File: config.mk
export PLATFORM = sky130hd
export DESIGN_NAME = buddy_tree_allocator
export DESIGN_NICKNAME = d
export VERILOG_FILES = /design/src/rtl/bta_pkg.sv /design/src/rtl/bta_node_ram.sv /design/src/rtl/buddy_tree_allocator.sv
export SDC_FILE = /design/constraint.sdc
export NUM_CORES = 2
export LEC_CHECK = 0
export BUFFER_PORTS_ARGS = -buffer_cell sky130_fd_sc_hd__buf_2
export CAP_MARGIN = 20
export CORE_MARGIN = 2
export CORE_UTILIZATION = 30
export CTS_CLUSTER_SIZE = 24
export DETAILED_ROUTE_END_ITERATION = 6
export HOLD_SLACK_MARGIN = 0.12
export PLACE_DENSITY_LB_ADDON = 0.1
export SLEW_MARGIN = 25
export SYNTH_ARGS = -nofsm -noshare
export SYNTH_HDL_FRONTEND = slang
export SYNTH_SLANG_ARGS = --single-unit
File: constraint.sdc
create_clock -name clk -period 86.2 [get_ports clk]
set_input_delay 17.24 -clock clk [delete_from_list [all_inputs] [get_ports clk]]
set_output_delay 17.24 -clock clk [all_outputs]
set_load 0.01 [all_outputs]
File: src/rtl/bta_pkg.sv
// Shared types, field widths and codes for the buddy tree allocator.
`default_nettype none

package bta_pkg;

  // Default number of allocation units covered by the tree
  localparam int unsigned DEF_LEAF_COUNT = 1024;

  // Field widths on the stream ports
  localparam int unsigned REQ_W       = 16;
  localparam int unsigned SIZE_W      = 17;   // request size after zero fix-up, holds 65536
  localparam int unsigned ADDR_FW     = 10;
  localparam int unsigned GSIZE_FW    = 11;
  localparam int unsigned STATUS_W    = 2;
  localparam int unsigned IN_TDATA_W  = 16;
  localparam int unsigned OUT_TDATA_W = 24;

  // Request kinds carried on in_tuser
  localparam logic KIND_ALLOC = 1'b0;
  localparam logic KIND_CLEAR = 1'b1;

  // Result status codes
  typedef enum logic [STATUS_W-1:0] {
    STATUS_DONE      = 2'd0,
    STATUS_NO_FREE   = 2'd1,
    STATUS_TOO_LARGE = 2'd2
  } status_t;

  // Sequencer states
  typedef enum logic [2:0] {
    ST_CLEAR,
    ST_IDLE,
    ST_LEVEL,
    ST_SCAN,
    ST_MARK,
    ST_ANC,
    ST_RESULT
  } bta_state_t;

endpackage

`default_nettype wire

File: src/rtl/bta_node_ram.sv
// Single-bit node memory: one write port, one registered read port.
`default_nettype none

module bta_node_ram #(
  parameter int unsigned DEPTH  = 2047,
  parameter int unsigned ADDR_W = 11
) (
  input  logic              clk,
  input  logic              wr_en,
  input  logic [ADDR_W-1:0] wr_addr,
  input  logic              wr_data,
  input  logic              rd_en,
  input  logic [ADDR_W-1:0] rd_addr,
  output logic              rd_data
);

  logic mem [DEPTH];

  // Write port
  always_ff @(posedge clk) begin
    if (wr_en) begin
      mem[wr_addr] <= wr_data;
    end
  end

  // Registered read port
  always_ff @(posedge clk) begin
    if (rd_en) begin
      rd_data <= mem[rd_addr];
    end
  end

endmodule

`default_nettype wire

File: src/rtl/buddy_tree_allocator.sv
// Top level of the buddy tree allocator: sequencer, tree walk and result register.
`default_nettype none

// Binary buddy allocator over a tree of used-bits held in a single-port-write,
// registered-read memory of 2*LEAF_COUNT-1 bits (node 0 is the root, children
// of n are 2n+1 and 2n+2). After reset the sequencer sweeps the memory one
// node per cycle, so no request is taken until the sweep reaches the last node.
// A clear request runs the same sweep and then hands a done result on. An
// oversize request goes straight to the result with status too large.
// An allocate request runs through these steps in order. The request is
// accepted. The block is halved (at most log2 LEAF_COUNT times) while half
// still holds the request, and the level search is left. The nodes of that
// level are read (one read a cycle, up to 2*LEAF_COUNT/size) until a free one
// is found, and the last read is checked. The nodes of the granted subtree
// are written, then its ancestors up to the root. The result register is
// loaded. The walk never reads and writes the memory in the same cycle.
// A request with no free node ends the scan with status no free. A result
// that finds the previous one still waiting for out_tready is held until that
// one is taken. The memory ports set the pace. The longest requests are a
// whole-tree grant and a clear, which each write every node. One request is
// in work at a time. The result register lets a new request enter while the
// previous result waits for out_tready.
module buddy_tree_allocator #(
  parameter int unsigned LEAF_COUNT = bta_pkg::DEF_LEAF_COUNT
) (
  input  logic                                clk,
  input  logic                                rst_n,
  // request channel
  input  logic                                in_tvalid,
  output logic                                in_tready,
  input  logic [bta_pkg::IN_TDATA_W-1:0]      in_tdata,   // [15:0] req_size
  input  logic                                in_tuser,   // [0] kind
  // result channel
  output logic                                out_tvalid,
  input  logic                                out_tready,
  output logic [bta_pkg::OUT_TDATA_W-1:0]     out_tdata   // [9:0] block_addr,
                                                          // [20:10] granted_size,
                                                          // [22:21] status, [23] zero
);

  import bta_pkg::*;

  localparam int unsigned NODE_COUNT = 2 * LEAF_COUNT - 1;
  localparam int unsigned NIDX_W     = $clog2(NODE_COUNT);
  localparam int unsigned NCNT_W     = NIDX_W + 3;
  localparam int unsigned BLK_W      = $clog2(LEAF_COUNT + 1);
  localparam int unsigned ADDR_W     = BLK_W + 1;

  localparam logic [NCNT_W-1:0] NC_V      = NCNT_W'(NODE_COUNT);
  localparam logic [NIDX_W-1:0] NIDX_LAST = NIDX_W'(NODE_COUNT - 1);
  localparam logic [SIZE_W-1:0] LEAF_V    = SIZE_W'(LEAF_COUNT);
  localparam logic [BLK_W-1:0]  BLK_INIT  = BLK_W'(LEAF_COUNT);

  bta_state_t state_r, state_nxt;

  logic [SIZE_W-1:0]      size_r, size_nxt;
  logic [BLK_W-1:0]       blk_r, blk_nxt;
  logic [NCNT_W-1:0]      first_r, first_nxt;
  logic [NCNT_W-1:0]      iss_node_r, iss_node_nxt;
  logic [ADDR_W-1:0]      iss_addr_r, iss_addr_nxt;
  logic                   pend_v_r, pend_v_nxt;
  logic [NIDX_W-1:0]      pend_node_r, pend_node_nxt;
  logic [ADDR_W-1:0]      pend_addr_r, pend_addr_nxt;
  logic [NIDX_W-1:0]      hit_node_r, hit_node_nxt;
  logic [ADDR_W-1:0]      hit_addr_r, hit_addr_nxt;
  logic [NCNT_W-1:0]      mk_first_r, mk_first_nxt;
  logic [NCNT_W-1:0]      mk_last_r, mk_last_nxt;
  logic [NCNT_W-1:0]      mk_k_r, mk_k_nxt;
  logic [NIDX_W-1:0]      anc_r, anc_nxt;
  logic [NIDX_W-1:0]      clr_r, clr_nxt;
  logic                   clr_req_r, clr_req_nxt;
  logic [ADDR_FW-1:0]     res_addr_r, res_addr_nxt;
  logic [GSIZE_FW-1:0]    res_size_r, res_size_nxt;
  status_t                res_status_r, res_status_nxt;
  logic                   out_valid_r, out_valid_nxt;
  logic [OUT_TDATA_W-1:0] out_data_r, out_data_nxt;

  // memory ports
  logic              wr_en;
  logic [NIDX_W-1:0] wr_addr;
  logic              wr_data;
  logic              rd_en;
  logic              rd_data;

  // shared conditions
  logic [SIZE_W-1:0] req_size_eff;
  logic              req_too_large;
  logic [SIZE_W-1:0] blk_half;
  logic              blk_half_fits;
  logic              can_issue;
  logic              hit;
  logic [NCNT_W-1:0] mk_k_inc;
  logic              mk_row_more;
  logic [NCNT_W-1:0] mk_first_next;
  logic [NCNT_W-1:0] mk_last_next;
  logic              mk_done;
  logic              clr_last;
  logic              out_free;
  logic [NIDX_W-1:0] anc_up;
  logic [31:0]       hit_addr_ext;
  logic [31:0]       blk_ext;

  assign req_size_eff  = (in_tdata[REQ_W-1:0] == '0) ? SIZE_W'(1)
                                                      : SIZE_W'(in_tdata[REQ_W-1:0]);
  assign req_too_large = req_size_eff > LEAF_V;
  assign blk_half      = SIZE_W'(blk_r >> 1);
  assign blk_half_fits = blk_half >= size_r;
  assign can_issue     = (iss_node_r <= (first_r << 1)) && (iss_node_r < NC_V);
  assign hit           = pend_v_r && !rd_data;
  assign mk_k_inc      = mk_k_r + NCNT_W'(1);
  assign mk_row_more   = (mk_k_r < mk_last_r) && (mk_k_inc < NC_V);
  assign mk_first_next = (mk_first_r << 1) + NCNT_W'(1);
  assign mk_last_next  = (mk_last_r << 1) + NCNT_W'(2);
  assign mk_done       = !mk_row_more && (mk_first_next >= NC_V);
  assign clr_last      = clr_r == NIDX_LAST;
  assign out_free      = !out_valid_r || out_tready;
  assign anc_up        = (anc_r - NIDX_W'(1)) >> 1;
  assign hit_addr_ext  = 32'(hit_addr_r);
  assign blk_ext       = 32'(blk_r);

  assign in_tready  = (state_r == ST_IDLE);
  assign out_tvalid = out_valid_r;
  assign out_tdata  = out_data_r;

  // Next state
  always_comb begin
    state_nxt = state_r;
    unique case (state_r)
      ST_CLEAR: begin
        if (clr_last) begin
          state_nxt = clr_req_r ? ST_RESULT : ST_IDLE;
        end
      end
      ST_IDLE: begin
        if (in_tvalid) begin
          if (in_tuser == KIND_CLEAR) begin
            state_nxt = ST_CLEAR;
          end else if (req_too_large) begin
            state_nxt = ST_RESULT;
          end else begin
            state_nxt = ST_LEVEL;
          end
        end
      end
      ST_LEVEL: begin
        if (!blk_half_fits) begin
          state_nxt = ST_SCAN;
        end
      end
      ST_SCAN: begin
        if (hit) begin
          state_nxt = ST_MARK;
        end else if (!can_issue) begin
          state_nxt = ST_RESULT;
        end
      end
      ST_MARK: begin
        if (mk_done) begin
          state_nxt = ST_ANC;
        end
      end
      ST_ANC: begin
        if (anc_r == '0) begin
          state_nxt = ST_RESULT;
        end
      end
      ST_RESULT: begin
        if (out_free) begin
          state_nxt = ST_IDLE;
        end
      end
      default: state_nxt = ST_IDLE;
    endcase
  end

  // Datapath and memory control
  always_comb begin
    size_nxt       = size_r;
    blk_nxt        = blk_r;
    first_nxt      = first_r;
    iss_node_nxt   = iss_node_r;
    iss_addr_nxt   = iss_addr_r;
    pend_v_nxt     = pend_v_r;
    pend_node_nxt  = pend_node_r;
    pend_addr_nxt  = pend_addr_r;
    hit_node_nxt   = hit_node_r;
    hit_addr_nxt   = hit_addr_r;
    mk_first_nxt   = mk_first_r;
    mk_last_nxt    = mk_last_r;
    mk_k_nxt       = mk_k_r;
    anc_nxt        = anc_r;
    clr_nxt        = clr_r;
    clr_req_nxt    = clr_req_r;
    res_addr_nxt   = res_addr_r;
    res_size_nxt   = res_size_r;
    res_status_nxt = res_status_r;
    out_data_nxt   = out_data_r;
    out_valid_nxt  = out_valid_r && !out_tready;
    wr_en          = 1'b0;
    wr_addr        = mk_k_r[NIDX_W-1:0];
    wr_data        = 1'b1;
    rd_en          = 1'b0;

    unique case (state_r)
      // sweep the tree to all clear
      ST_CLEAR: begin
        wr_en   = 1'b1;
        wr_addr = clr_r;
        wr_data = 1'b0;
        clr_nxt = clr_r + NIDX_W'(1);
        if (clr_last) begin
          res_addr_nxt   = '0;
          res_size_nxt   = '0;
          res_status_nxt = STATUS_DONE;
        end
      end
      ST_IDLE: begin
        if (in_tvalid) begin
          if (in_tuser == KIND_CLEAR) begin
            clr_nxt     = '0;
            clr_req_nxt = 1'b1;
          end else begin
            size_nxt       = req_size_eff;
            blk_nxt        = BLK_INIT;
            first_nxt      = '0;
            res_addr_nxt   = '0;
            res_size_nxt   = '0;
            res_status_nxt = STATUS_TOO_LARGE;
          end
        end
      end
      // halve the block while half still holds the request
      ST_LEVEL: begin
        if (blk_half_fits) begin
          blk_nxt   = blk_r >> 1;
          first_nxt = (first_r << 1) + NCNT_W'(1);
        end else begin
          iss_node_nxt = first_r;
          iss_addr_nxt = '0;
          pend_v_nxt   = 1'b0;
        end
      end
      // one read issued per cycle until a hit, previous read checked
      ST_SCAN: begin
        if (hit) begin
          hit_node_nxt = pend_node_r;
          hit_addr_nxt = pend_addr_r;
          mk_first_nxt = NCNT_W'(pend_node_r);
          mk_last_nxt  = NCNT_W'(pend_node_r);
          mk_k_nxt     = NCNT_W'(pend_node_r);
          pend_v_nxt   = 1'b0;
        end else if (can_issue) begin
          rd_en         = 1'b1;
          pend_v_nxt    = 1'b1;
          pend_node_nxt = iss_node_r[NIDX_W-1:0];
          pend_addr_nxt = iss_addr_r;
          iss_node_nxt  = iss_node_r + NCNT_W'(1);
          iss_addr_nxt  = iss_addr_r + ADDR_W'(blk_r);
        end else begin
          pend_v_nxt     = 1'b0;
          res_addr_nxt   = '0;
          res_size_nxt   = '0;
          res_status_nxt = STATUS_NO_FREE;
        end
      end
      // mark the granted subtree, row by row
      ST_MARK: begin
        wr_en = 1'b1;
        if (mk_row_more) begin
          mk_k_nxt = mk_k_inc;
        end else begin
          mk_first_nxt = mk_first_next;
          mk_last_nxt  = mk_last_next;
          mk_k_nxt     = mk_first_next;
          anc_nxt      = hit_node_r;
        end
      end
      // mark ancestors up to the root
      ST_ANC: begin
        if (anc_r != '0) begin
          wr_en   = 1'b1;
          wr_addr = anc_up;
          anc_nxt = anc_up;
        end else begin
          res_addr_nxt   = hit_addr_ext[ADDR_FW-1:0];
          res_size_nxt   = blk_ext[GSIZE_FW-1:0];
          res_status_nxt = STATUS_DONE;
        end
      end
      // hand the result to the output register
      ST_RESULT: begin
        if (out_free) begin
          out_valid_nxt = 1'b1;
          out_data_nxt  = {1'b0, res_status_r, res_size_r, res_addr_r};
          clr_req_nxt   = 1'b0;
        end
      end
      default: begin
        out_valid_nxt = out_valid_r;
      end
    endcase
  end

  // Control registers
  always_ff @(posedge clk) begin
    if (!rst_n) begin
      state_r     <= ST_CLEAR;
      clr_r       <= '0;
      clr_req_r   <= 1'b0;
      pend_v_r    <= 1'b0;
      out_valid_r <= 1'b0;
    end else begin
      state_r     <= state_nxt;
      clr_r       <= clr_nxt;
      clr_req_r   <= clr_req_nxt;
      pend_v_r    <= pend_v_nxt;
      out_valid_r <= out_valid_nxt;
    end
  end

  // Payload registers
  always_ff @(posedge clk) begin
    size_r       <= size_nxt;
    blk_r        <= blk_nxt;
    first_r      <= first_nxt;
    iss_node_r   <= iss_node_nxt;
    iss_addr_r   <= iss_addr_nxt;
    pend_node_r  <= pend_node_nxt;
    pend_addr_r  <= pend_addr_nxt;
    hit_node_r   <= hit_node_nxt;
    hit_addr_r   <= hit_addr_nxt;
    mk_first_r   <= mk_first_nxt;
    mk_last_r    <= mk_last_nxt;
    mk_k_r       <= mk_k_nxt;
    anc_r        <= anc_nxt;
    res_addr_r   <= res_addr_nxt;
    res_size_r   <= res_size_nxt;
    res_status_r <= res_status_nxt;
    out_data_r   <= out_data_nxt;
  end

  // Used-bit memory
  bta_node_ram #(
    .DEPTH  (NODE_COUNT),
    .ADDR_W (NIDX_W)
  ) u_node_ram (
    .clk     (clk),
    .wr_en   (wr_en),
    .wr_addr (wr_addr),
    .wr_data (wr_data),
    .rd_en   (rd_en),
    .rd_addr (iss_node_r[NIDX_W-1:0]),
    .rd_data (rd_data)
  );

endmodule

`default_nettype wire
---- After elaboration in Yosys (flattened, before gate mapping) ----
Memory sizes are Yosys's and may differ from the RTL's. A register that Yosys moved wholly into a read port is not among the register bits.
Cells that the tools add are included.
storage, ports and cells
  flip-flop bits (word level) ............. 225
  bits in latches ......................... 0
  memory bits (writable) .................. 2,047
  memory bits (read-only) ................. 0
  input port bits ......................... 21
  output and inout bits ................... 26
  logic and storage cells ................. 183
  memories ................................ 1
cells by class
  add/sub/neg operators ................... 8
  multiply operators ...................... 0
  div/mod/pow operators ................... 0
  $lt $le $gt $ge ......................... 7
  equality and inequality tests ........... 24
  shift-type cells ........................ 0
  mux-type cells .......................... 81
  bitwise operators ....................... 2
  reduce and logical (&&, ||, !) cells .... 38
memory list
  memory          depth  bits a word  rd ports  clocked after memory_dff  write ports  line                source
  u_node_ram.mem  2,047  1            1         1                         1            bta_node_ram.sv:17  logic mem [DEPTH];
operator list
  kind                     number
  $mux W11                 14
  $mux W14                 9
  $pmux W14 S2             4
  $pmux W11 S2             4
  $mux W10                 6
  $add A14 B1 Y14 const B  4
  $pmux W11 S4             1
  $pmux W10 S4             1
  $mux W12                 3
  $mux W3                  11
  $ne A2 B2 Y1 const B     15
  $lt A14 B11 Y1 const B   2
  $pmux W13 S2             1
  $pmux W12 S2             1
  $pmux W3 S7              1
  $ge A10 B17 Y1           1
  $gt A16 B11 Y1 const B   1
  $logic_not A16 Y1        1
  $mux W16                 1
  $reduce_and A3 Y1        5
  $add A14 B2 Y14 const B  1
  $ge A14 B11 Y1 const B   1
  $le A14 B14 Y1           1
  $lt A14 B14 Y1           1
  28 further kinds         70

---- Depth between registers and ports, before layout ----
  depth in word-level cells ............... 7
  gate-level depth with buffers ........... 15
  depth with buffers taken out ............ 12

---- By module ----
A second synthesis with hierarchy kept.
unflattened totals
  cells, all modules ...................... 7,171
  area total of the unflattened synthesis .. 100,064.7 um^2
by module, submodules not included
  module                instances  cells an instance  area an instance (um^2)
  bta_node_ram          1          6,253              89,330.7
  buddy_tree_allocator  1          918                10,734.0

---- Least setup slack after synthesis ----
Ideal clock, no wire load.
  kind .................................... register to register
  start ................................... register state_r[1]
  end ..................................... memory u_node_ram.mem[1015], enable pin
  setup time .............................. 300 ps
  data arrival time ....................... 28,253 ps
  required time ........................... 85,900 ps
  setup slack ............................. 57,648 ps
  stages on the path, launching flop included .. 9
  period minus slack after synthesis ...... 28,552 ps
  cell sequence ........................... dfxtp_1 > clkbuf_1 > nor3_2 > inv_1 > o221ai_1 > nor2_1 > nand2_1 > clkbuf_1 > nor2_1
on the way
  cells in the longest elaborated chain, start to end .. 5
  elaborated cells between the ends (all ways) .. 8
  those cells by class .................... eq/ne (2); mux (4); reduce/logical (2)
ends and longest elaborated chain
  item                                                     line                         source
  start: declaration                                       buddy_tree_allocator.sv:54   bta_state_t state_r, state_nxt;
  start signal: assignment                                 buddy_tree_allocator.sv:313  state_r <= state_nxt;
  $eq A3 B3 Y1 / $logic_not A3 Y1 (equally long branches)  buddy_tree_allocator.sv:204  unique case (state_r)
  $reduce_or A2 Y1 (no line)                               n/a
  $pmux W1 S2                                              buddy_tree_allocator.sv:204
  $mux W1                                                  bta_node_ram.sv:21           if (wr_en) begin
  $mux W1 (not written as such)                            bta_node_ram.sv:22           mem[wr_addr] <= wr_data;
  end: declaration                                         bta_node_ram.sv:17
Several ways; a longest one is shown, not always the timed one.

---- Worst setup path in the final report ----
  start ................................... register state_r[0]
  end ..................................... output in_tready
on the way
  cells in the longest elaborated chain, start to end .. 1
ends and longest elaborated chain
  item              line                         source
  $eq A3 B1 Y1      buddy_tree_allocator.sv:121  assign in_tready = (state_r == ST_IDLE);
  end: declaration  buddy_tree_allocator.sv:30   output logic in_tready,
No other way between the ends.

==> reports/metrics.json <==
{
  "place": {
    "port-buffer-count": 45,
    "finalWeightedCongestion": 0.750,
    "detailedPlacementHpwl_um": 170000,
    "placement.setup.worst_slack_ps": 67170
  },
  "clocking": {
    "tritoncts": "yes",
    "tritoncts.num_buffers": 271,
    "clock_tree.htree_level_count": 5,
    "cts-root-buf": "sky130_fd_sc_hd__clkbuf_16",
    "cts.clk_slew.worst_paths_ps": 60,
    "clk-insertion-delay-late_ps": 900,
    "ctsLongestPathBuffers": 4,
    "resized_after_cts": 0,
    "sink_count_of_the_clock_tree": 2270,
    "post_cts_buffers": 0,
    "cts_hold_buffers": 0
  },
  "pwr": {
    "power_mw": 2.34,
    "worst_ir_drop_vdd_mv": 0.0132,
    "internal_power_mw": 1.86,
    "clock_power_frac": 0.481,
    "share_seq_of_total_power": 0.510,
    "switching_power_uw": 483,
    "leakage_nw": 30.2,
    "p_per_area_mw_per_mm2": 20.8,
    "comb_power_share": 0.008,
    "switching_share": 0.206
  },
  "flow_run": {
    "timing.max_cap.violations": 0
  },
  "timing": {
    "maxSlewViolCount": 0,
    "max_clock_freq_mhz": 51.0,
    "grt_setup_unrepaired": "false",
    "final.setup_skew_ps": 30.6,
    "setup_violations": 0,
    "hold_viol": 0,
    "timing.final.crit_share": 0.227,
    "setup_tns_ps": 0,
    "final.setup.worst_slack_ps": 66610,
    "timing.max_slew.rel_slack": 0.220,
    "tightest_slew_ps": 1170,
    "finalWorstPathRequiredPeriod_ps": 19590,
    "worst_hold_slack_ps": 414
  },
  "worst_setup_path": {
    "setup.reg_to_reg.worst_slack_ps": 79620,
    "timing.critical_path.cells": "nand2_1 > nor2_1 > buf_2",
    "worstReg2RegEnd": "u_node_ram.rd_data",
    "critPathKind": "reg2out",
    "cp.required_ps": 68960,
    "crit_path_end_kind": "output port",
    "worst_ep_arrival_time_ps": 2350,
    "cp_num_buf_inv": 1,
    "critical-path-max-stage-delay_ps": 690,
    "cp_num_cells": 3,
    "r2r_start": "iss_node_r[0]",
    "critPathMaxFanout": 16,
    "cp_slowest_cell": "sky130_fd_sc_hd__dfxtp_1",
    "startpoint": "state_r[0]",
    "rr_worst_depth": 11,
    "gate_family_responsible_for_the_most_delay_along_the_worst_path": "flip-flops",
    "critical_path_end": "in_tready",
    "timing.critical_path.from_type": "flip-flop"
  },
  "routing": {
    "routed_wire_length_per_instance_um": 29.7,
    "drt_iter0_markers": 5824,
    "totalWireLength_um": 336000,
    "route.detailed.vias_per_inst": 5.18,
    "antenna_left": 0,
    "route.detailed.drc": 0,
    "firstDrtPassIters": 6,
    "via_count": 58600
  },
  "floorplan": {
    "area_of_the_die_mm2": 0.335,
    "initial_core_util": 0.301,
    "die_w_um": 579,
    "die_height_um": 579,
    "placeableCoreArea_mm2": 0.330,
    "design.portCount": 47,
    "rows": 211
  },
  "logic_synthesis": {
    "main_combinational_cell_family_by_area_after_synthesis": "multiplexers",
    "count_of_flip_flops_with_a_built_in_enable_after_synthesis": 2253,
    "sequential_share_of_the_synthesized_area": 0.686,
    "synth_top_flop_cell": "sky130_fd_sc_hd__edfxtp_1",
    "synth_warnings": 0,
    "synth-seq-cells": 2270,
    "synth.area.mux_share": 0.129,
    "post_synth_xor_area_fraction": 0.00495,
    "post_synth_inst_count": 6891,
    "syn-num-nets": 6966,
    "postSynth.asyncResetShare": 0,
    "synth_fa_ha_area_frac": 0.00689,
    "synth_compound_area_frac": 0.0307,
    "synth_simple_gate_area_share": 0.108,
    "netlist_area_mm2": 0.0992,
    "synth.distinct_cells": 79,
    "syn-mean-instance-area_um2": 14.4
  },
  "layout": {
    "final.fill_count": 32000,
    "final_core_utilization": 0.341,
    "layout.nets": 6804,
    "area.growth.synth_to_final_pct": 13.3,
    "drive_above_1_share": 0.169
  },
  "run_status": {
    "run_status": "finished clean"
  },
  "global_route": {
    "wire_length_of_the_first_global_routing_pass_um": 472000,
    "groute.usage.overall": 0.199,
    "antenna_found_initial": 18,
    "globalRouteOverflowTotal": 0,
    "largest_net_degree_at_the_start_of_global_routing": 267,
    "grt_pass1_vias": 59800
  },
  "worst_hold_path": {
    "holdCritPathClass": "reg2reg"
  }
}
-- layer usage --
| metal | wire (µm) | track usage |
|---|---|---|
| met3 | 15900 | 0.0223 |
| met1 | 149000 | 0.274 |
| met5 | 0 | 0 |
| met2 | 163000 | 0.333 |
| met4 | 8290 | 0.0506 |
-- worst min path at each step --
stage          slack, ps  depth (start not counted)       endpoint            from
5_1_grt              430                          0  out_tdata[14]   res_size_r[4]
3_3_place_gp         410                          0  hit_addr_r[6]  pend_addr_r[6]
4_1_cts              420                          0   out_tdata[7]   res_addr_r[7]
3_5_place_dp         400                          0  hit_addr_r[1]  pend_addr_r[1]
6_report             410                          0  hit_addr_r[3]  pend_addr_r[3]
2_1_floorplan        400                          0  hit_addr_r[0]  pend_addr_r[0]
-- cell type report --
| class | instances | area (µm²) | share of cell area |
|---|---|---|---|
| Inverter | 63 | 254 | 0.00226 |
| Timing Repair Buffer | 192 | 1590 | 0.0142 |
| Clock inverter | 116 | 1110 | 0.00991 |
| Clock buffer | 362 | 7400 | 0.0658 |
| Multi-Input combinational cell | 3931 | 28600 | 0.254 |
| Tap cell | 4366 | 5460 | 0.0486 |
| Antenna cell | 6 | 15.0 | 0.000134 |
| Sequential cell | 2270 | 68000 | 0.605 |
-- sequential cells by signal, summed over array words and instances, names as in the netlist, 13 cells and up --
name            count
size_r             16
first_r            14
iss_node_r         14
mk_k_r             14
out_tdata          23
mk_first_r         13
u_node_ram.mem   2047
mk_last_r          14
-- kinds of logic after synthesis --
group,Yosys count
DFF,2270
other,1
muxes,678
and+or+nand+nor,2692
adders and majority gates,54
buffers and inverters,690
xor gates and xnor gates,56
AOI/OAI and AO/OA,450
-- cells in the mapped netlist (5+ instances only) --
| cell | n | area share |
|---|---|---|
| sky130_fd_sc_hd__a2111oi_0 | 5 | 0.00044 |
| sky130_fd_sc_hd__a211oi_1 | 28 | 0.0021 |
| sky130_fd_sc_hd__a21o_1 | 14 | 0.0011 |
| sky130_fd_sc_hd__a21oi_1 | 99 | 0.0050 |
| sky130_fd_sc_hd__a221o_1 | 12 | 0.0012 |
| sky130_fd_sc_hd__a221oi_1 | 24 | 0.0021 |
| sky130_fd_sc_hd__a22oi_1 | 56 | 0.0042 |
| sky130_fd_sc_hd__a311oi_1 | 5 | 0.00044 |
| sky130_fd_sc_hd__a31oi_1 | 18 | 0.0011 |
| sky130_fd_sc_hd__and2_1 | 40 | 0.0025 |
| sky130_fd_sc_hd__and3_1 | 19 | 0.0012 |
| sky130_fd_sc_hd__buf_1 | 33 | 0.0012 |
| sky130_fd_sc_hd__buf_2 | 287 | 0.014 |
| sky130_fd_sc_hd__buf_4 | 30 | 0.0023 |
| sky130_fd_sc_hd__buf_6 | 43 | 0.0049 |
| sky130_fd_sc_hd__clkbuf_1 | 234 | 0.0089 |
| sky130_fd_sc_hd__dfxtp_1 | 17 | 0.0034 |
| sky130_fd_sc_hd__edfxtp_1 | 2253 | 0.68 |
| sky130_fd_sc_hd__ha_1 | 53 | 0.0067 |
| sky130_fd_sc_hd__inv_1 | 59 | 0.0022 |
| sky130_fd_sc_hd__mux2i_1 | 193 | 0.019 |
| sky130_fd_sc_hd__mux4_2 | 482 | 0.11 |
| sky130_fd_sc_hd__nand2_1 | 269 | 0.010 |
| sky130_fd_sc_hd__nand2_2 | 27 | 0.0017 |
| sky130_fd_sc_hd__nand2b_1 | 18 | 0.0011 |
| sky130_fd_sc_hd__nand3_1 | 35 | 0.0018 |
| sky130_fd_sc_hd__nand4_1 | 17 | 0.0011 |
| sky130_fd_sc_hd__nor2_1 | 2169 | 0.082 |
| sky130_fd_sc_hd__nor2b_1 | 17 | 0.0011 |
| sky130_fd_sc_hd__nor3_1 | 24 | 0.0012 |
| sky130_fd_sc_hd__nor3_2 | 7 | 0.00071 |
| sky130_fd_sc_hd__nor4_1 | 18 | 0.0011 |
| sky130_fd_sc_hd__o211ai_1 | 15 | 0.0011 |
| sky130_fd_sc_hd__o21ai_0 | 86 | 0.0043 |
| sky130_fd_sc_hd__o221ai_1 | 27 | 0.0024 |
| sky130_fd_sc_hd__o22ai_1 | 17 | 0.0011 |
| sky130_fd_sc_hd__o31ai_1 | 9 | 0.00068 |
| sky130_fd_sc_hd__xnor2_1 | 37 | 0.0033 |
| sky130_fd_sc_hd__xor2_1 | 19 | 0.0017 |
-- layout by cell type, fill, tap and decap left out, types with 53 or more instances in the layout --
master                      instances
sky130_fd_sc_hd__edfxtp_1        2253
sky130_fd_sc_hd__nor2_1          2151
sky130_fd_sc_hd__mux4_2           482
sky130_fd_sc_hd__clkbuf_16        284
sky130_fd_sc_hd__nand2_1          201
sky130_fd_sc_hd__mux2i_1          193
sky130_fd_sc_hd__buf_4            122
sky130_fd_sc_hd__a21oi_1           99
sky130_fd_sc_hd__o21ai_0           86
sky130_fd_sc_hd__clkbuf_1          78
sky130_fd_sc_hd__nand2_2           63
sky130_fd_sc_hd__clkinv_1          60
sky130_fd_sc_hd__inv_1             57
sky130_fd_sc_hd__a22oi_1           56
sky130_fd_sc_hd__ha_1              53
-- power groups by stage --
stage | combinational [mW] | sequential (mW) | clock [mW]
final | 0.0193 | 1.20 | 1.13
after global routing | 0.0199 | 1.19 | 1.20
after CTS | 0.0200 | 1.20 | 1.16
after detailed placement | 0.0200 | 1.22 | 0
after global placement | 0.0198 | 1.22 | 0
after floorplan | 0.00704 | 1.22 | 0
-- metrics by stage --
| step | cell area [µm²] | std cells |
|---|---|---|
| after floorplan | 99200 | 6891 |
| after global placement | 103000 | 10800 |
| after detailed placement | 104000 | 10800 |
| after CTS | 112000 | 11300 |
| after global routing | 112000 | 11300 |
| final | 112000 | 11300 |
Power figures use the tool's default switching activity.
